$ cat src/hdl/matrix_file_token_scanner_macros.svh
// Assertion macros for the token scanner.
// Used by the top level only; relies on clk and rst_n in the including scope.
`ifndef MATRIX_FILE_TOKEN_SCANNER_MACROS_SVH
`define MATRIX_FILE_TOKEN_SCANNER_MACROS_SVH
`ifndef SYNTHESIS
`define MFTS_ASSERT_IMPL(lbl, ante, cons) \
    lbl: assert property (@(posedge clk) disable iff (!rst_n) (ante) |-> (cons)) \
        else $error("token scanner check failed");
`define MFTS_ASSERT_NEXT(lbl, ante, cons) \
    lbl: assert property (@(posedge clk) disable iff (!rst_n) (ante) |=> (cons)) \
        else $error("token scanner check failed");
`else
`define MFTS_ASSERT_IMPL(lbl, ante, cons)
`define MFTS_ASSERT_NEXT(lbl, ante, cons)
`endif
`endif

$ cat src/hdl/mfts_pkg.sv
// Shared types, constants and helpers for the token scanner.
// No dependencies.
package mfts_pkg;

    localparam int MAX_LEN = 32;
    localparam int CMD_DEPTH = 4;
    localparam int GROUP_MAX = 4;

    localparam logic [3:0] TK_NAME    = 4'd0;
    localparam logic [3:0] TK_KEYWORD = 4'd1;
    localparam logic [3:0] TK_EQUALS  = 4'd2;
    localparam logic [3:0] TK_NUMBER  = 4'd3;
    localparam logic [3:0] TK_COMMA   = 4'd4;
    localparam logic [3:0] TK_SEMI    = 4'd5;
    localparam logic [3:0] TK_LBRACK  = 4'd6;
    localparam logic [3:0] TK_RBRACK  = 4'd7;
    localparam logic [3:0] TK_EOF     = 4'd8;
    localparam logic [3:0] TK_UNK     = 4'd9;

    localparam logic KIND_CHAR = 1'b0;
    localparam logic KIND_END  = 1'b1;

    localparam logic [7:0] CH_EQUALS  = 8'h3D;
    localparam logic [7:0] CH_COMMA   = 8'h2C;
    localparam logic [7:0] CH_SEMI    = 8'h3B;
    localparam logic [7:0] CH_LBRACK  = 8'h5B;
    localparam logic [7:0] CH_RBRACK  = 8'h5D;
    localparam logic [7:0] CH_SLASH   = 8'h2F;
    localparam logic [7:0] CH_MINUS   = 8'h2D;
    localparam logic [7:0] CH_UNDER   = 8'h5F;
    localparam logic [7:0] CH_NEWLINE = 8'h0A;

    localparam int KW_COUNT = 3;
    localparam logic [7:0] KW_TEXT [KW_COUNT][6] = '{
        '{8'h76, 8'h61, 8'h72, 8'h73, 8'h00, 8'h00},
        '{8'h6D, 8'h61, 8'h74, 8'h72, 8'h69, 8'h78},
        '{8'h76, 8'h65, 8'h63, 8'h74, 8'h6F, 8'h72}
    };
    localparam logic [5:0] KW_LEN [KW_COUNT] = '{6'd4, 6'd6, 6'd6};

    typedef struct packed {
        logic [7:0] char_in;
        logic       end_mark;
    } item_t;

    typedef struct packed {
        logic        item_kind;
        logic [3:0]  token_kind;
        logic [7:0]  lexeme_char;
        logic [15:0] start_line;
        logic [5:0]  lexeme_length;
        logic        final_flag;
    } result_t;

    typedef struct packed {
        logic [2:0]                  count;
        result_t [GROUP_MAX-1:0]     res;
    } cmd_t;

    function automatic result_t mk_res(input logic kind, input logic [3:0] tk,
                                       input logic [7:0] ch, input logic [15:0] line,
                                       input logic [5:0] len);
        result_t r;
        r.item_kind     = kind;
        r.token_kind    = tk;
        r.lexeme_char   = ch;
        r.start_line    = line;
        r.lexeme_length = len;
        r.final_flag    = 1'b0;
        return r;
    endfunction

    function automatic logic is_alpha(input logic [7:0] c);
        return (c >= 8'h61 && c <= 8'h7A) || (c >= 8'h41 && c <= 8'h5A);
    endfunction

    function automatic logic is_digit(input logic [7:0] c);
        return c >= 8'h30 && c <= 8'h39;
    endfunction

    function automatic logic is_space(input logic [7:0] c);
        return c == 8'h20 || (c >= 8'h09 && c <= 8'h0D);
    endfunction

endpackage

$ cat src/hdl/mfts_front.sv
// Front end: scans one byte per request and forms the group of results it causes.
// Depends on mfts_pkg.
module mfts_front
(
    input  logic           clk,
    input  logic           rst_n,
    input  logic           accept,
    input  mfts_pkg::item_t item,
    output logic           cmd_valid,
    output mfts_pkg::cmd_t cmd
);

    typedef enum logic [2:0] {
        M_IDLE, M_NAME, M_NUM, M_MINUS, M_SLASH, M_COMMENT
    } mode_t;

    mode_t       mode_reg, mode_next;
    logic [15:0] line_reg, line_next;
    logic [15:0] tline_reg, tline_next;
    logic [5:0]  run_reg, run_next;
    logic        bad_reg, bad_next;
    logic [2:0]  hits_reg, hits_next;

    always_comb
    begin
        logic [7:0]  c;
        logic [2:0]  cnt;
        logic        st;
        logic        word;
        logic        dig;
        logic [3:0]  tk;
        logic [15:0] line_inc;

        c        = item.char_in;
        dig      = mfts_pkg::is_digit(c);
        word     = mfts_pkg::is_alpha(c) || dig || c == mfts_pkg::CH_UNDER;
        line_inc = (line_reg != 16'hFFFF) ? line_reg + 16'd1 : line_reg;
        cnt      = 3'd0;
        st       = 1'b0;
        tk       = mfts_pkg::TK_NAME;
        cmd      = '0;

        mode_next  = mode_reg;
        line_next  = line_reg;
        tline_next = tline_reg;
        run_next   = run_reg;
        bad_next   = bad_reg;
        hits_next  = hits_reg;

        // pending token ends
        if (mode_reg == M_NAME && (item.end_mark || !word
                                   || run_reg >= 6'(mfts_pkg::MAX_LEN - 1)))
        begin
            if (bad_reg)
                tk = mfts_pkg::TK_UNK;
            else
                for (int k = 0; k < mfts_pkg::KW_COUNT; k++)
                    if (hits_reg[k] && run_reg == mfts_pkg::KW_LEN[k])
                        tk = mfts_pkg::TK_KEYWORD;
            cmd.res[cnt[1:0]] = mfts_pkg::mk_res(mfts_pkg::KIND_END, tk, 8'h00,
                                                 tline_reg, run_reg);
            cnt = cnt + 3'd1;
            mode_next = M_IDLE;
            st = 1'b1;
        end
        else if (mode_reg == M_NUM && (item.end_mark || !word
                                       || run_reg >= 6'(mfts_pkg::MAX_LEN - 1)))
        begin
            cmd.res[cnt[1:0]] = mfts_pkg::mk_res(mfts_pkg::KIND_END,
                bad_reg ? mfts_pkg::TK_UNK : mfts_pkg::TK_NUMBER, 8'h00,
                tline_reg, run_reg);
            cnt = cnt + 3'd1;
            mode_next = M_IDLE;
            st = 1'b1;
        end
        else if ((mode_reg == M_MINUS && (item.end_mark || !dig))
                 || (mode_reg == M_SLASH && (item.end_mark || c != mfts_pkg::CH_SLASH)))
        begin
            cmd.res[cnt[1:0]] = mfts_pkg::mk_res(mfts_pkg::KIND_CHAR, mfts_pkg::TK_NAME,
                (mode_reg == M_MINUS) ? mfts_pkg::CH_MINUS : mfts_pkg::CH_SLASH,
                tline_reg, 6'd0);
            cnt = cnt + 3'd1;
            cmd.res[cnt[1:0]] = mfts_pkg::mk_res(mfts_pkg::KIND_END, mfts_pkg::TK_UNK,
                8'h00, tline_reg, 6'd1);
            cnt = cnt + 3'd1;
            mode_next = M_IDLE;
            st = 1'b1;
        end
        else if (!item.end_mark)
        begin
            unique case (mode_reg)
                M_NAME:
                begin
                    for (int k = 0; k < mfts_pkg::KW_COUNT; k++)
                        if (run_reg >= mfts_pkg::KW_LEN[k]
                            || mfts_pkg::KW_TEXT[k][run_reg[2:0]] != c)
                            hits_next[k] = 1'b0;
                    bad_next = bad_reg | dig;
                    cmd.res[cnt[1:0]] = mfts_pkg::mk_res(mfts_pkg::KIND_CHAR,
                        mfts_pkg::TK_NAME, c, tline_reg, 6'd0);
                    cnt = cnt + 3'd1;
                    run_next = run_reg + 6'd1;
                end
                M_NUM:
                begin
                    bad_next = bad_reg | !dig;
                    cmd.res[cnt[1:0]] = mfts_pkg::mk_res(mfts_pkg::KIND_CHAR,
                        mfts_pkg::TK_NAME, c, tline_reg, 6'd0);
                    cnt = cnt + 3'd1;
                    run_next = run_reg + 6'd1;
                end
                M_MINUS:
                begin
                    mode_next = M_NUM;
                    bad_next  = 1'b0;
                    cmd.res[cnt[1:0]] = mfts_pkg::mk_res(mfts_pkg::KIND_CHAR,
                        mfts_pkg::TK_NAME, mfts_pkg::CH_MINUS, tline_reg, 6'd0);
                    cnt = cnt + 3'd1;
                    cmd.res[cnt[1:0]] = mfts_pkg::mk_res(mfts_pkg::KIND_CHAR,
                        mfts_pkg::TK_NAME, c, tline_reg, 6'd0);
                    cnt = cnt + 3'd1;
                    run_next = 6'd2;
                end
                M_SLASH:
                    mode_next = M_COMMENT;
                M_COMMENT:
                begin
                    if (c == mfts_pkg::CH_NEWLINE)
                    begin
                        line_next = line_inc;
                        mode_next = M_IDLE;
                    end
                end
                default:
                    st = 1'b1;
            endcase
        end
        else
            st = 1'b0;

        if (item.end_mark)
        begin
            cmd.res[cnt[1:0]] = mfts_pkg::mk_res(mfts_pkg::KIND_END, mfts_pkg::TK_EOF,
                8'h00, line_reg, 6'd0);
            cnt = cnt + 3'd1;
            mode_next  = M_IDLE;
            line_next  = 16'd1;
            tline_next = 16'd1;
            run_next   = 6'd0;
            bad_next   = 1'b0;
            hits_next  = 3'b111;
        end
        else if (st)
        begin
            mode_next = M_IDLE;
            if (mfts_pkg::is_space(c))
            begin
                if (c == mfts_pkg::CH_NEWLINE)
                    line_next = line_inc;
            end
            else if (mfts_pkg::is_alpha(c) || c == mfts_pkg::CH_UNDER)
            begin
                tline_next = line_reg;
                run_next   = 6'd1;
                bad_next   = 1'b0;
                for (int k = 0; k < mfts_pkg::KW_COUNT; k++)
                    hits_next[k] = (mfts_pkg::KW_TEXT[k][0] == c);
                mode_next = M_NAME;
                cmd.res[cnt[1:0]] = mfts_pkg::mk_res(mfts_pkg::KIND_CHAR,
                    mfts_pkg::TK_NAME, c, line_reg, 6'd0);
                cnt = cnt + 3'd1;
            end
            else if (dig)
            begin
                tline_next = line_reg;
                run_next   = 6'd1;
                bad_next   = 1'b0;
                hits_next  = 3'b111;
                mode_next  = M_NUM;
                cmd.res[cnt[1:0]] = mfts_pkg::mk_res(mfts_pkg::KIND_CHAR,
                    mfts_pkg::TK_NAME, c, line_reg, 6'd0);
                cnt = cnt + 3'd1;
            end
            else if (c == mfts_pkg::CH_MINUS || c == mfts_pkg::CH_SLASH)
            begin
                tline_next = line_reg;
                mode_next  = (c == mfts_pkg::CH_MINUS) ? M_MINUS : M_SLASH;
            end
            else
            begin
                priority if (c == mfts_pkg::CH_EQUALS)
                    tk = mfts_pkg::TK_EQUALS;
                else if (c == mfts_pkg::CH_COMMA)
                    tk = mfts_pkg::TK_COMMA;
                else if (c == mfts_pkg::CH_SEMI)
                    tk = mfts_pkg::TK_SEMI;
                else if (c == mfts_pkg::CH_LBRACK)
                    tk = mfts_pkg::TK_LBRACK;
                else if (c == mfts_pkg::CH_RBRACK)
                    tk = mfts_pkg::TK_RBRACK;
                else
                    tk = mfts_pkg::TK_UNK;
                tline_next = line_reg;
                cmd.res[cnt[1:0]] = mfts_pkg::mk_res(mfts_pkg::KIND_CHAR,
                    mfts_pkg::TK_NAME, c, line_reg, 6'd0);
                cnt = cnt + 3'd1;
                cmd.res[cnt[1:0]] = mfts_pkg::mk_res(mfts_pkg::KIND_END, tk, 8'h00,
                    line_reg, 6'd1);
                cnt = cnt + 3'd1;
            end
        end

        for (int i = 0; i < mfts_pkg::GROUP_MAX; i++)
            cmd.res[i].final_flag = (3'(i) + 3'd1 == cnt);
        cmd.count = cnt;
        cmd_valid = accept && (cnt != 3'd0);
    end

    always_ff @(posedge clk or negedge rst_n)
    begin
        if (!rst_n)
        begin
            mode_reg  <= M_IDLE;
            line_reg  <= 16'd1;
            tline_reg <= 16'd1;
            run_reg   <= 6'd0;
            bad_reg   <= 1'b0;
            hits_reg  <= 3'b111;
        end
        else if (accept)
        begin
            mode_reg  <= mode_next;
            line_reg  <= line_next;
            tline_reg <= tline_next;
            run_reg   <= run_next;
            bad_reg   <= bad_next;
            hits_reg  <= hits_next;
        end
    end

endmodule

$ cat src/hdl/mfts_queue.sv
// Short queue of result groups between front and back ends.
// Depends on mfts_pkg.
module mfts_queue
#(
    parameter int DEPTH = mfts_pkg::CMD_DEPTH
)
(
    input  logic           clk,
    input  logic           rst_n,
    input  logic           wr_en,
    input  mfts_pkg::cmd_t wr_data,
    input  logic           rd_en,
    output mfts_pkg::cmd_t rd_data,
    output logic           full,
    output logic           empty
);

    localparam int PW = $clog2(DEPTH);
    localparam int CW = $clog2(DEPTH + 1);

    mfts_pkg::cmd_t slot_reg [DEPTH];
    logic [PW-1:0]  head_reg, head_next;
    logic [PW-1:0]  tail_reg, tail_next;
    logic [CW-1:0]  count_reg, count_next;

    assign full    = (count_reg == CW'(DEPTH));
    assign empty   = (count_reg == '0);
    assign rd_data = slot_reg[head_reg];

    always_comb
    begin
        head_next  = head_reg;
        tail_next  = tail_reg;
        count_next = count_reg;
        if (wr_en)
            tail_next = (tail_reg == PW'(DEPTH - 1)) ? '0 : tail_reg + PW'(1);
        if (rd_en)
            head_next = (head_reg == PW'(DEPTH - 1)) ? '0 : head_reg + PW'(1);
        if (wr_en && !rd_en)
            count_next = count_reg + CW'(1);
        else if (rd_en && !wr_en)
            count_next = count_reg - CW'(1);
    end

    always_ff @(posedge clk or negedge rst_n)
    begin
        if (!rst_n)
        begin
            head_reg  <= '0;
            tail_reg  <= '0;
            count_reg <= '0;
        end
        else
        begin
            head_reg  <= head_next;
            tail_reg  <= tail_next;
            count_reg <= count_next;
        end
    end

    always_ff @(posedge clk)
    begin
        if (wr_en)
            slot_reg[tail_reg] <= wr_data;
    end

endmodule

$ cat src/hdl/mfts_back.sv
// Back end: walks the head group and hands out one result per request.
// Depends on mfts_pkg.
module mfts_back
(
    input  logic              clk,
    input  logic              rst_n,
    input  mfts_pkg::cmd_t    head,
    input  logic              q_empty,
    input  logic              pop,
    output logic              group_done,
    output logic              empty,
    output mfts_pkg::result_t result
);

    logic [1:0] idx_reg, idx_next;
    logic       take;

    assign empty      = q_empty;
    assign result     = head.res[idx_reg];
    assign take       = pop && !q_empty;
    assign group_done = take && ({1'b0, idx_reg} == head.count - 3'd1);

    always_comb
    begin
        idx_next = idx_reg;
        if (group_done)
            idx_next = 2'd0;
        else if (take)
            idx_next = idx_reg + 2'd1;
    end

    always_ff @(posedge clk or negedge rst_n)
    begin
        if (!rst_n)
            idx_reg <= 2'd0;
        else
            idx_reg <= idx_next;
    end

endmodule

$ cat src/hdl/matrix_file_token_scanner.sv
// Token scanner for the matrix description language: one byte (or end mark) per
// request, tokens out as lexeme characters plus a token end. A byte is taken every
// cycle while the group queue (CMD_DEPTH groups) has room; the output side hands
// out one result per cycle while pop is high and a group waits, and the queue
// absorbs bytes that cause two to four results; groups are registered in the queue.
module matrix_file_token_scanner
#(
    parameter int CMD_DEPTH = mfts_pkg::CMD_DEPTH
)
(
    input  logic              clk,
    input  logic              rst_n,
    input  logic              push,
    output logic              full,
    input  mfts_pkg::item_t   item,
    output logic              empty,
    input  logic              pop,
    output mfts_pkg::result_t result
);

`include "matrix_file_token_scanner_macros.svh"

    logic           accept;
    logic           cmd_valid;
    mfts_pkg::cmd_t cmd;
    mfts_pkg::cmd_t head;
    logic           q_empty;
    logic           group_done;

    assign accept = push && !full;

    mfts_front u_front
    (
        .clk       (clk),
        .rst_n     (rst_n),
        .accept    (accept),
        .item      (item),
        .cmd_valid (cmd_valid),
        .cmd       (cmd)
    );

    mfts_queue #(.DEPTH(CMD_DEPTH)) u_queue
    (
        .clk     (clk),
        .rst_n   (rst_n),
        .wr_en   (cmd_valid),
        .wr_data (cmd),
        .rd_en   (group_done),
        .rd_data (head),
        .full    (full),
        .empty   (q_empty)
    );

    mfts_back u_back
    (
        .clk        (clk),
        .rst_n      (rst_n),
        .head       (head),
        .q_empty    (q_empty),
        .pop        (pop),
        .group_done (group_done),
        .empty      (empty),
        .result     (result)
    );

    `MFTS_ASSERT_NEXT(a_group_continues, !empty && pop && !result.final_flag, !empty)
    `MFTS_ASSERT_IMPL(a_end_has_no_char, !empty && result.item_kind, result.lexeme_char == 8'd0)
    `MFTS_ASSERT_IMPL(a_not_full_and_empty, full, !empty)

endmodule
$ cat config.mk
export PLATFORM = sky130hd
export DESIGN_NAME = matrix_file_token_scanner
export DESIGN_NICKNAME = d
export VERILOG_FILES = /design/src/hdl/mfts_pkg.sv /design/src/hdl/mfts_front.sv /design/src/hdl/mfts_queue.sv /design/src/hdl/mfts_back.sv /design/src/hdl/matrix_file_token_scanner.sv
export VERILOG_INCLUDE_DIRS = /design/src /design/src/hdl
export SDC_FILE = /design/constraint.sdc
export NUM_CORES = 1
export LEC_CHECK = 0
export BUFFER_PORTS_ARGS = -buffer_cell sky130_fd_sc_hd__clkbuf_2
export CAP_MARGIN = 10
export CELL_PAD_IN_SITES_DETAIL_PLACEMENT = 0
export CELL_PAD_IN_SITES_GLOBAL_PLACEMENT = 1
export CORE_MARGIN = 2
export CORE_UTILIZATION = 44
export DETAILED_ROUTE_END_ITERATION = 8
export PLACE_DENSITY_LB_ADDON = 0.1
export SLEW_MARGIN = 10
export SYNTH_ARGS = -nofsm -noshare
export SYNTH_HDL_FRONTEND = slang
export SYNTH_SLANG_ARGS = --single-unit
$ cat constraint.sdc
create_clock -name clk -period 5.7 [get_ports clk]
set_input_delay 0.855 -clock clk [delete_from_list [all_inputs] [get_ports clk]]
set_output_delay 0.855 -clock clk [all_outputs]
set_load 0.01 [all_outputs]
# ---- After elaboration in Yosys (flattened, before gate mapping)
# Memory sizes are Yosys's and may differ from the RTL's.
# Cells that the tools add are included.
dict set report totals {
  regBits 54
  mem_bits_rw 588
  romBits 192
  output_inout_bits 38
  elab_cells 252
  memories 4
}
dict set report op_classes {
  n_addsub 10
  order_cmp 17
  eq_ne 34
  n_mux 125
  bitwise_logic 3
  n_reduce_logical 49
}
# name words word_bits read_ports rd_clocked_by_memory_dff write_ports line_no
set memory_table {}
lappend memory_table {u_queue.slot_reg 4 147 1 0 1 mfts_queue.sv:21} ;# mfts_pkg::cmd_t slot_reg [DEPTH];
lappend memory_table {{(name not given)} 8 8 1 0 0 mfts_front.sv:96} ;# || mfts_pkg::KW_TEXT[k][run_reg[2:0]] != c)
lappend memory_table {{(name not given)} 8 8 1 0 0 mfts_front.sv:96}
lappend memory_table {{(name not given)} 8 8 1 0 0 mfts_front.sv:96}
# op n
set ops {}
lappend ops {{144-bit 2-to-1 mux} 6}
lappend ops {{144-bit bitwise mux} 3}
lappend ops {{36-bit 2-to-1 mux} 7}
lappend ops {{16-bit 2-to-1 mux} 13}
lappend ops {{36-bit demux with 2-bit select} 2}
lappend ops {{72-bit 2-to-1 mux} 2}
lappend ops {{3-bit 2-to-1 mux} 32}
lappend ops {{36-bit binary-select mux with 2-bit select} 1}
lappend ops {{31-bit case mux with 2 select lines} 1}
lappend ops {{4-bit 2-to-1 mux} 13}
lappend ops {{8-bit by 6-bit == test with 1-bit output, second input constant} 6}
lappend ops {{6-bit 2-to-1 mux} 8}
lappend ops {{8-bit 2-to-1 mux} 6}
lappend ops {{31-bit 2-to-1 mux} 1}
lappend ops {{8-bit by 7-bit == test with 1-bit output, second input constant} 3}
lappend ops {{8-bit inequality test} 3}
lappend ops {{1-bit 2-to-1 mux} 21}
lappend ops {{1-bit logical AND} 19}
lappend ops {{16-bit by 1-bit adder with 16-bit output, second input constant} 1}
lappend ops {{7-bit by 8-bit == test with 1-bit output, first input constant} 2}
lappend ops {{8-bit by 7-bit greater-or-equal comparator with 1-bit output, second input constant} 2}
lappend ops {{8-bit by 7-bit <= comparator with 1-bit output, second input constant} 2}
lappend ops {{16-bit inequality test, second input constant} 1}
lappend ops {{1-bit logical OR} 14}
lappend ops {{other kinds (41)} 69}

# ---- Logic depth before layout (Yosys ltp)
# Gate-level depths: netlist of the first run.
dict set report logic_depth {
  ltp_word 25
  mapped_depth 16
}

# ---- By module
# From an unflattened synthesis of the first run, not the netlist that was laid out.
dict set report unflattened {
  cells_unflattened 1623
  hier_area_um2 28117.0
}
# mod instances cells_per_inst area_per_inst_um2 seq_area_each_um2
set modules_own_cells {}
lappend modules_own_cells {mfts_queue 1 805 21633.2 17832.1}
lappend modules_own_cells {mfts_front 1 754 5427.7 1132.3}
lappend modules_own_cells {mfts_back 1 63 1042.2 50.0}
lappend modules_own_cells {matrix_file_token_scanner 1 1 13.8 0.0}

# ---- Worst setup path before layout of the first run
# Ideal clock, no wire load.
dict set report synth_path {
  path_type {in2reg}
  startpoint {input item[7] in the netlist's numbering}
  endpoint {memory u_queue.slot_reg[1][0] in the netlist's numbering, enable pin}
  arrival_time_ps 5928
  slack_ps -735
  path_stages 10
  n_path_buf 2
  path_cell_list {or3_4 nor4_4 nand2b_1 buf_4 nand2_4 clkbuf_1 ha_1 o22ai_2 a31oi_4 and2_1}
}
dict set report synth_via {
  elab_chain_cells 23
}
# element line_no
set synth_lines {}
lappend synth_lines {{start, declared} matrix_file_token_scanner.sv:15} ;# input mfts_pkg::item_t item,
lappend synth_lines {{8-bit by 7-bit greater-or-equal comparator with 1-bit output or 8-bit by 7-bit <= comparator with 1-bit output (tied branches)} mfts_pkg.sv:74} ;# return (c >= 8'h61 && c <= 8'h7A) || (c >= 8'h41 && c <= 8'h5A);
lappend synth_lines {{1-bit logical AND} mfts_pkg.sv:74}
lappend synth_lines {{1-bit logical OR} mfts_pkg.sv:74}
lappend synth_lines {{1-bit logical OR (2 in a row)} mfts_front.sv:36} ;# word = mfts_pkg::is_alpha(c) || dig || c == mfts_pkg::CH_UNDER;
lappend synth_lines {{1-bit zero test} {mfts_front.sv:51, mfts_front.sv:66}}
lappend synth_lines {{1-bit logical OR} {mfts_front.sv:51, mfts_front.sv:66}}
lappend synth_lines {{1-bit logical OR} {mfts_front.sv:52, mfts_front.sv:67}}
lappend synth_lines {{1-bit logical AND} mfts_front.sv:66} ;# else if (mode_reg == M_NUM && (item.end_mark || !word
lappend synth_lines {{(+7 left out)} -}
lappend synth_lines {{3-bit 2-to-1 mux} mfts_front.sv:156} ;# if (mfts_pkg::is_space(c))
lappend synth_lines {{3-bit 2-to-1 mux} mfts_front.sv:153} ;# else if (st)
lappend synth_lines {{3-bit 2-to-1 mux *} mfts_front.sv:141} ;# if (item.end_mark)
lappend synth_lines {{3-bit nonzero test *} mfts_front.sv:216} ;# cmd_valid = accept && (cnt != 3'd0);
lappend synth_lines {{1-bit logical AND *} mfts_front.sv:216}
lappend synth_lines {{named net cmd_valid} matrix_file_token_scanner.sv:24} ;# logic cmd_valid;
lappend synth_lines {{1-bit 2-to-1 mux *} mfts_queue.sv:63} ;# if (wr_en)
lappend synth_lines {{1-bit 2-to-1 mux (not written as such) *} mfts_queue.sv:64} ;# slot_reg[tail_reg] <= wr_data;
lappend synth_lines {{end, declared} mfts_queue.sv:21}
# The timed path passes the listed nets; every way through them passes the cells marked *.

==> results.md, run 1 <==
* Status: completed
* Synth area leaders: edfxtp_1, mux4_2, dfrtp_1
* RSZ-0062 raised after global routing: false
* Final Hold Fails at 0
* Reg2Reg Launch Point: u_front.mode_reg[2]
* Setup crit end kind: register
* Net count, final at 1578
* Least-Margin Pin Slew at 1.05 ns
* Vias in the first global route at 14.2k
* Iteration-0 DRC count of the detailed router at 1131
* First-pass GRT wire length at 90.9 mm
* Worst min-delay path category: input pin to asynchronous set/reset pin
* Grt ovf at 0
* Num CTS Buffers at 59
* Kind of critical path: register to register
* Post-synth EDFFs at 528
* Die X at 244 um
* DP HPWL at 37.0 mm
* DRT Wirelength at 60.2 mm
* FP Rows at 87
* DRT Pass-1 Iters at 5
* Post-route ant nets at 0
* Metal3 WL at 3.60 mm
* Register bit total from synthesis at 582
* Clock Latency Late Sink at 0.62 ns
* Most used DFF post-synth: edfxtp_1
* Die height at 244 um
* RD Place Congestion at 0.828
* Leakage at 9.65 nW
* Final Critical Period at 4.43 ns
* Top Layer Used: met4
* Worst reg2reg path depth at 11
* Cell with the most instances after synthesis: edfxtp_1
* R2r endpoint: u_queue.slot_reg[1][67]
* Die area at 0.0593 mm2
* Met2 WL at 28.0 mm
* TNS Setup at 0 ns
* Layout cells sized above 1 at 24.0%
* Initial antenna violation count at 1
* Top Family by Delay on Critical Path: compound AO/OA/AOI/OAI gates
* CTS tree: done
* H-tree Lvls at 2
* DRC Markers at 0
* Distinct cells, synth at 86
* Critical-path maximum fanout at 21
* Largest register FFs at 528
* PostCTS Resize Cnt at 0
* Max VDD drop at 0.475 mV
* Diode count at 0
* Period Utilization, post-route at 77.6%
* Peak Freq at 226 MHz
* Setup Fix Bufs, Post-CTS at 0
* Peak per-stage delay on the critical path at 0.51 ns
* Initial core utilization at 44.6%
* Crit-path cells: inv_1 > nor3_1 > nand2b_1 > nand2_4 > clkinv_1 > ha_1 > a21oi_1 > o21ai_0 > a2111oi_0 > a21oi_1 > o21ai_0
* Worst path required time at 6.07 ns
* Via density at 5.87
* Cell Area, Synth at 0.0252 mm2
* Root buf cell: clkbuf_16
* Crit path buffers/inverters at 2
* Gr usage total at 20.5%
* Post-synthesis sequential area ratio at 68.2%
* Vias at 13.8k
* Worst hold slack at 0.440 ns
* Synth area leader: edfxtp_1
* Cell count after synthesis at 1495
* # Max-Cap Violations at 0
* Post-synth ARST share at 9.28%
* CP max stage cell: nor3_1
* Metal-1 WL at 27.5 mm
* Clk slew on worst S/H paths at 0.06 ns
* Syn avg cell area at 16.9 um2
* Worst EP arrival at 4.79 ns
* Clk buf depth at 3
* Post-cts hold buffer count at 0
* Sink Count at 582
* IO Pins at 51
* P&R area growth vs syn at 12.4%
* IO Port Bufs at 50
* Startpoint type of the worst setup path: register
* Worst Skew at 0.0132 ns
* Ys Warns at 0
* Slew headroom at 30.3%
* Setup violators final at 0
* Max-slew violation count at 0
* Largest net degree at the start of global routing at 85
* Power Dens Cells at 528 mW/mm2
* # fillers at 4740
* WL per Instance at 25.6 um
* Worst reg-to-reg setup slack at 1.27 ns
* Commonest cells in the netlist: edfxtp_1, mux4_2, nand2_1
* Synth top area share at 62.8%
* Core area at 0.0566 mm2
-- metrics by stage --
| step | worst slack (ns) | utilization, % | instance area [um2] | std cells | total power, mW |
|---|---|---|---|---|---|
| 2_1_floorplan | 0.731 | - | 25300 | 1498 | 9.49 |
| 3_3_place_gp | 0.936 | 46.8 | 26500 | 2239 | 11.4 |
| 3_5_place_dp | 0.877 | 46.8 | 26500 | 2239 | 11.4 |
| 4_1_cts | 1.43 | 50.1 | 28400 | 2350 | 15.2 |
| 5_1_grt | 1.09 | 50.1 | 28400 | 2350 | 15.7 |
| 6_report | 1.27 | 50.1 | 28400 | 2350 | 15.0 |
-- routing by layer --
metal,vias to the layer above,global-route usage [%]
met4,0,4.48
met1,7268,30.3
met2,402,32.3
met3,85,3.59
met5,-,0
li1,6030,-
-- kinds of logic after synthesis --
family,count (synthesis),synth area share [%]
xor gates and xnor gates,22,0.763
buffers and inverters,127,2.13
adders and majority gates,21,1.07
muxes,171,14.9
AOI/OAI and AO/OA,181,5.11
DFF,582,68.2
and+or+nand+nor,390,7.83
other,1,0.0149
-- worst max path at each step --
stage                                           to  cells after the start  slack [ns]                 from
after global routing       u_queue.slot_reg[0][67]                     11        1.09  u_front.mode_reg[2]
after CTS                  u_queue.slot_reg[3][62]                     10        1.43  u_front.mode_reg[2]
after floorplan             u_queue.slot_reg[0][0]                     10        0.73              item[7]
after detailed placement  u_queue.slot_reg[3][136]                     10        0.88              item[2]
after global placement     u_queue.slot_reg[1][67]                     10        0.94              item[5]
final                      u_queue.slot_reg[1][67]                     11        1.27  u_front.mode_reg[2]
-- cell usage in the layout (no fill, tap or decap), drive strengths merged, types with 4 or more instances in the layout --
| master | n |
|---|---|
| a21o | 8 |
| a21oi | 30 |
| a22oi | 18 |
| a31oi | 10 |
| a32o | 4 |
| and2 | 50 |
| and3 | 15 |
| buf | 37 |
| bufinv | 5 |
| clkbuf | 120 |
| clkinv | 34 |
| conb | 4 |
| dfrtp | 49 |
| dfstp | 5 |
| edfxtp | 528 |
| ha | 20 |
| inv | 25 |
| mux2 | 4 |
| mux2i | 4 |
| mux4 | 163 |
| nand2 | 138 |
| nand2b | 6 |
| nand3 | 53 |
| nand4 | 13 |
| nor2 | 46 |
| nor2b | 22 |
| nor3 | 24 |
| nor3b | 7 |
| nor4 | 5 |
| o21ai | 59 |
| o22ai | 7 |
| o31ai | 6 |
| o41ai | 4 |
| xnor2 | 8 |
| xor2 | 14 |
-- power by group --
group,leakage (nW),internal [mW],switching [mW]
sequential,5.67,5.70,0.452
combinational,3.05,2.12,2.95
clock,0.924,2.14,1.61
total,9.65,9.96,5.01
-- worst register-to-register path: cells and delay by family, from the launching register on --
kind	cells	cell delay, ns
AO/OA/AOI/OAI	5	1.49
AND/OR/NAND/NOR	3	1.35
buffers and inverters	2	0.40
adder cells (fa/ha/maj)	1	0.45
flip-flops	1	0.49
-- layout make-up --
type	count	area, um2	share of cell area (%)
well taps	756	946	3.33
clock inverters	41	359	1.27
multi-input cells	789	7530	26.5
clock buffers	70	1530	5.38
inverters	25	93.8	0.331
repair buffers	87	703	2.48
flip-flops and latches	582	17200	60.7
Note: power is estimated with default switching activity, not from simulation.
==> inputs of run 2 (changes only) <==
clock period = 4.1 ns   (was 5.7 ns; I/O delays follow)
==> results.md, run 2 (synthesized netlist as in run 1, its figures left out) <==
* Tot Pwr at 21.0 mW (was 15.0 mW)
* H-tree Lvls at 2 (unchanged)
* Startpoint type of the worst setup path: register (unchanged)
* # fillers at 4684 (was 4740)
* PostCTS Resize Cnt at 0 (unchanged)
* Worst path required time at 3.48 ns (was 6.07 ns)
* Max VDD drop at 0.465 mV (was 0.475 mV)
* Core area at 0.0566 mm2 (unchanged)
* Peak Freq at 271 MHz
* Power Dens Cells at 729 mW/mm2 (was 528 mW/mm2)
* Leakage at 9.90 nW (was 9.65 nW)
* Clk buf depth at 3 (unchanged)
* WL per Instance at 24.6 um (was 25.6 um)
* Critical-path maximum fanout at 71 (was 21)
* Net count, final at 1628 (was 1578)
* Die X at 244 um (unchanged)
* R2r endpoint: u_queue.count_reg[2] (was u_queue.slot_reg[1][67])
* DP HPWL at 36.9 mm (was 37.0 mm)
* RD Place Congestion at 0.866 (was 0.828)
* Post-cts hold buffer count at 0 (unchanged)
* Vias in the first global route at 14.2k (about the same)
* Least-Margin Pin Slew at 0.938 ns (was 1.05 ns)
* Most frequent cells in the layout: edfxtp_1, mux4_2, nand2_1 (unchanged)
* Max-slew violation count at 0 (unchanged)
* TNS Setup at 0 ns (unchanged)
* Initial core utilization at 44.6% (unchanged)
* Iteration-0 DRC count of the detailed router at 1205 (was 1131)
* Final Hold Fails at 0 (unchanged)
* DRT Pass-1 Iters at 5 (unchanged)
* Reg2Reg Launch Point: u_front.mode_reg[2] (unchanged)
* Slew headroom at 37.2% (was 30.3%)
* Worst Slack Setup Final at 0.413 ns (was 1.27 ns)
* P&R area growth vs syn at 14.0% (was 12.4%)
* Vias at 13.8k (about the same)
* IO Port Bufs at 50 (unchanged)
* Period Utilization, post-route at 89.9%
* Design area at 0.0288 mm2 (was 0.0284 mm2)
* Crit-path cells: buf_12 > mux4_2 > mux4_2 > clkbuf_2 (was inv_1 > nor3_1 > nand2b_1 > nand2_4 > clkinv_1 > ha_1 > a21oi_1 > o21ai_0 > a2111oi_0 > a21oi_1 > o21ai_0)
* Crit path buffers/inverters at 2 (unchanged)
* Sink Count at 582 (unchanged)
* Peak per-stage delay on the critical path at 0.61 ns (was 0.51 ns)
* Most used cell, CP: mux4_2
* Worst reg2reg path depth at 15 (was 11)
* Final Critical Period at 3.69 ns
* DRC Markers at 0 (unchanged)
* Placed Area at 0.0269 mm2 (was 0.0265 mm2)
* Kind of critical path: register to primary output (was register to register)
* Via density at 5.73 (was 5.87)
* Top Family by Delay on Critical Path: multiplexers (was compound AO/OA/AOI/OAI gates)
* Num CTS Buffers at 61 (was 59)
* CP max stage cell: mux4_2 (was nor3_1)
* Largest register FFs at 528 (unchanged)
* # Max-Cap Violations at 0 (unchanged)
* IO Pins at 51 (unchanged)
* Worst min-delay path category: input pin to asynchronous set/reset pin (unchanged)
* Post-route ant nets at 0 (unchanged)
* First-pass GRT wire length at 90.2 mm (was 90.9 mm)
* Pre-CTS WS at 0.211 ns (was 0.877 ns)
* Diode count at 0 (unchanged)
* Clk slew on worst S/H paths at 0.06 ns (about the same)
* Clock Latency Late Sink at 0.62 ns (about the same)
* Status: completed (unchanged)
* Grt ovf at 0 (unchanged)
* Setup Fix Bufs, Post-CTS at 0 (unchanged)
* Largest net degree at the start of global routing at 84 (was 85)
* Worst reg-to-reg setup slack at 0.59 ns (was 1.27 ns)
* Gr usage total at 20.3% (was 20.5%)
* Setup crit end kind: primary output (was register)
* CTS tree: done (unchanged)
* Layout Utilization at 50.8% (was 50.1%)
* Die area at 0.0593 mm2 (unchanged)
* Root buf cell: clkbuf_16 (unchanged)
* Die height at 244 um (unchanged)
* DRT Wirelength at 59.1 mm (was 60.2 mm)
* Worst EP arrival at 3.07 ns (was 4.79 ns)
* FP Rows at 87 (unchanged)
* Commonest non-fill, non-tap cell in the layout: edfxtp_1 (unchanged)
* Initial antenna violation count at 0 (was 1)
* Worst Skew at 0.0117 ns (was 0.0132 ns)
* Setup violators final at 0 (unchanged)
* Layout cells sized above 1 at 25.8% (was 24.0%)
* RSZ-0062 raised after global routing: false (unchanged)
-- run 2: cell types whose count changed in the layout (fill, tap and decap cells not counted), moves of 2 or more --
cell	previous run	this run
clkbuf_16	59	62
clkbuf_1	10	14
clkinv_2	14	9
buf_4	23	69
buf_12	14	16
-- run 2: power breakdown --
part	switching (mW)	internal, mW	leakage, nW
combinational	4.27	3.12	3.30
sequential	0.423	7.93	5.67
clock	2.24	3.01	0.928
-- run 2: final cells by class --
cell class              count  area [um2]  share of cell area, %
repair buffers            135        1090                   3.78
clock inverters            36         302                   1.05
multi-input cells         789        7520                   26.1
well taps                 756         946                   3.29
clock buffers              76        1600                   5.57
inverters                  25        93.8                  0.326
flip-flops and latches    582       17200                   59.9
-- run 2: routing by layer --
| layer | vias to the layer above | wire length, um | global-route usage [%] |
|---|---|---|---|
| li1 | 6138 | - | - |
| met1 | 7141 | 27100 | 29.8 |
| met2 | 381 | 27300 | 31.4 |
| met3 | 95 | 3220 | 3.57 |
| met4 | 0 | 1440 | 5.51 |
| met5 | - | 0 | 0 |
-- run 2: worst max-delay path by stage --
stage / start / end / slack [ns] / depth (start not counted)
floorplan: item[7] / u_queue.slot_reg[0][0] / -0.63 / 10
global placement: item[7] / u_queue.slot_reg[0][23] / 0.22 / 10
detailed placement: item[7] / u_queue.count_reg[1] / 0.21 / 12
CTS: u_queue.head_reg[0] / result[35] / 0.30 / 4
global route: u_queue.head_reg[0] / result[35] / 0.21 / 4
finish: u_queue.head_reg[0] / result[35] / 0.41 / 4
-- run 2: through the flow --
step                      cells  hold slack [ns]
after floorplan            1498            0.319
after global placement     2287            0.480
after detailed placement   2287            0.479
after CTS                  2399           0.0438
after global routing       2399           0.0793
final                      2399           0.0560
-- run 2: worst register-to-register path: cells and delay by family, from the launching register on --
kind / cells / cell delay [ns]
AOI/OAI and AO/OA: 2 / 0.43
and+or+nand+nor: 5 / 0.91
adders and majority gates: 2 / 0.64
xor gates and xnor gates: 2 / 0.30
buffers and inverters: 4 / 0.68
DFF: 1 / 0.50
==> inputs of run 3 (changes only) <==
GPL_TIMING_DRIVEN = 0   (was unset)
MAX_ROUTING_LAYER = met4   (was unset)
==> results.md, run 3 (synthesized netlist as in run 1, its figures left out) <==
* Status: completed (unchanged)
* Setup Fix Bufs, Post-CTS at 0 (unchanged)
* Setup crit end kind: primary output (unchanged)
* Least-Margin Pin Slew at 1.13 ns (was 0.938 ns)
* Die X at 244 um (unchanged)
* Period Utilization, post-route at 96.6% (was 89.9%)
* Vias at 14.1k (was 13.8k)
* Worst EP arrival at 3.35 ns (was 3.07 ns)
* Max-slew violation count at 0 (unchanged)
* Startpoint type of the worst setup path: register (unchanged)
* Worst Skew at 0.0308 ns (was 0.0117 ns)
* Root buf cell: clkbuf_16 (unchanged)
* DRT Wirelength at 64.1 mm (was 59.1 mm)
* Worst hold slack at 0.370 ns (was 0.0560 ns)
* Worst min-delay path category: input pin to register (was input pin to asynchronous set/reset pin)
* Slew headroom at 24.6% (was 37.2%)
* Commonest non-fill, non-tap cell in the layout: edfxtp_1 (unchanged)
* Setup violators final at 0 (unchanged)
* Worst path required time at 3.48 ns (about the same)
* Die area at 0.0593 mm2 (unchanged)
* IO Port Bufs at 48 (was 50)
* P&R area growth vs syn at 14.4% (was 14.0%)
* Critical-path maximum fanout at 10 (was 71)
* Gr usage total at 22.5% (was 20.3%)
* RD Place Congestion at 0.874 (was 0.866)
* Initial core utilization at 44.6% (unchanged)
* Iteration-0 DRC count of the detailed router at 1115 (was 1205)
* Core area at 0.0566 mm2 (unchanged)
* Post-route ant nets at 0 (unchanged)
* Clk slew on worst S/H paths at 0.06 ns (about the same)
* Footprint of the multi-input gates at 0.00754 mm2 (was 0.00752 mm2)
* # fillers at 4718 (was 4684)
* Net count, final at 1654 (was 1628)
* DRT Pass-1 Iters at 6 (was 5)
* Register Area at 0.0172 mm2 (about the same)
* WL per Instance at 26.4 um (was 24.6 um)
* Clk buf depth at 3 (unchanged)
* Num CTS Buffers at 61 (unchanged)
* Power Dens Cells at 742 mW/mm2 (was 729 mW/mm2)
* CTS tree: done (unchanged)
* Peak Freq at 252 MHz (was 271 MHz)
* IO Pins at 51 (unchanged)
* Grt ovf at 0 (unchanged)
* Pre-CTS WS at -1.01 ns (was 0.211 ns)
* Kind of critical path: register to primary output (unchanged)
* Final Critical Period at 3.96 ns (was 3.69 ns)
* Layout Utilization at 51.0% (was 50.8%)
* RSZ-0062 raised after global routing: false (unchanged)
* Most frequent cells in the layout: edfxtp_1, mux4_2, nand2_1 (unchanged)
* First-pass GRT wire length at 94.9 mm (was 90.2 mm)
* Final Hold Fails at 0 (unchanged)
* Largest register FFs at 528 (unchanged)
* Largest net degree at the start of global routing at 128 (was 84)
* Initial antenna violation count at 2 (was 0)
* Worst Slack Setup Final at 0.139 ns (was 0.413 ns)
* TNS Setup at 0 ns (unchanged)
* Tot Pwr at 21.4 mW (was 21.0 mW)
* FP Rows at 87 (unchanged)
* Max VDD drop at 0.519 mV (was 0.465 mV)
* Sink Count at 582 (unchanged)
* # Max-Cap Violations at 0 (unchanged)
* Clock Latency Late Sink at 0.64 ns (was 0.62 ns)
* DRC Markers at 0 (unchanged)
* DP HPWL at 41.2 mm (was 36.9 mm)
* Layout cells sized above 1 at 24.2% (was 25.8%)
* Die height at 244 um (unchanged)
* Via density at 5.79 (was 5.73)
* Vias in the first global route at 14.4k (was 14.2k)
* Leakage at 9.88 nW (was 9.90 nW)
* H-tree Lvls at 2 (unchanged)
-- run 3: final timing paths --
kind / from / endpoint / slack [ns] / depth (start not counted)
setup / recovery: u_back.idx_reg[1] / result[34] / 0.14 / 4
hold reg to reg: u_front.hits_reg[0] / u_front.hits_reg[0] / 0.48 / 2
max in group asynchronous: rst_n / u_front.hits_reg[0] / 3.09 / 3
hold / removal: pop / u_back.idx_reg[0] / 0.37 / 4
setup reg to reg: u_front.mode_reg[0] / u_queue.slot_reg[3][54] / 0.29 / 9
min in group asynchronous: rst_n / u_front.tline_reg[3] / 0.44 / 2
-- run 3: per-stage QoR --
step | cells | cell area (um2)
detailed placement | 2315 | 26800
floorplan | 1498 | 25300
global placement | 2302 | 26400
CTS | 2429 | 28800
global route | 2429 | 28900
finish | 2429 | 28900
-- run 3: final cells by class --
type,instances,share of cell area (%)
clock inverters,35,1.13
clock buffers,80,5.64
diodes,1,0.00867
inverters,25,0.325
plain buffers,100,1.90
flip-flops and latches,582,59.6
well taps,756,3.28
repair buffers,61,1.98
multi-input cells,789,26.1
-- run 3: repair_timing --
action	CTS	global route
resized for setup	71	5
endpoints found under the setup margin	583	156
gates cloned	0	1
pin swaps	0	1
hold endpoints to repair	17	0
hold buffers	1	0
-- run 3: metal layers --
| layer | share of wire, % | wire length [um] | GRT usage, % | vias up |
|---|---|---|---|---|
| met5 | 0 | 0 | - | - |
| met4 | 2.4 | 1550 | 5.34 | 0 |
| met3 | 5.0 | 3230 | 3.51 | 101 |
| met2 | 47 | 30000 | 34.5 | 353 |
| met1 | 46 | 29300 | 31.9 | 7413 |
| li1 | - | - | - | 6198 |
-- run 3: worst max-delay path: stages (launching register included) --
cell and delay [ns]:
dfrtp_1 0.36, clkbuf_1 0.84, clkbuf_1 0.85, mux4_2 0.48, clkbuf_2 0.16
-- run 3: power breakdown --
part | internal (mW) | leakage (nW) | switching (mW)
Sequential | 7.93 | 5.68 | 0.287
Clock | 3.11 | 0.954 | 2.30
Combinational | 3.10 | 3.25 | 4.68
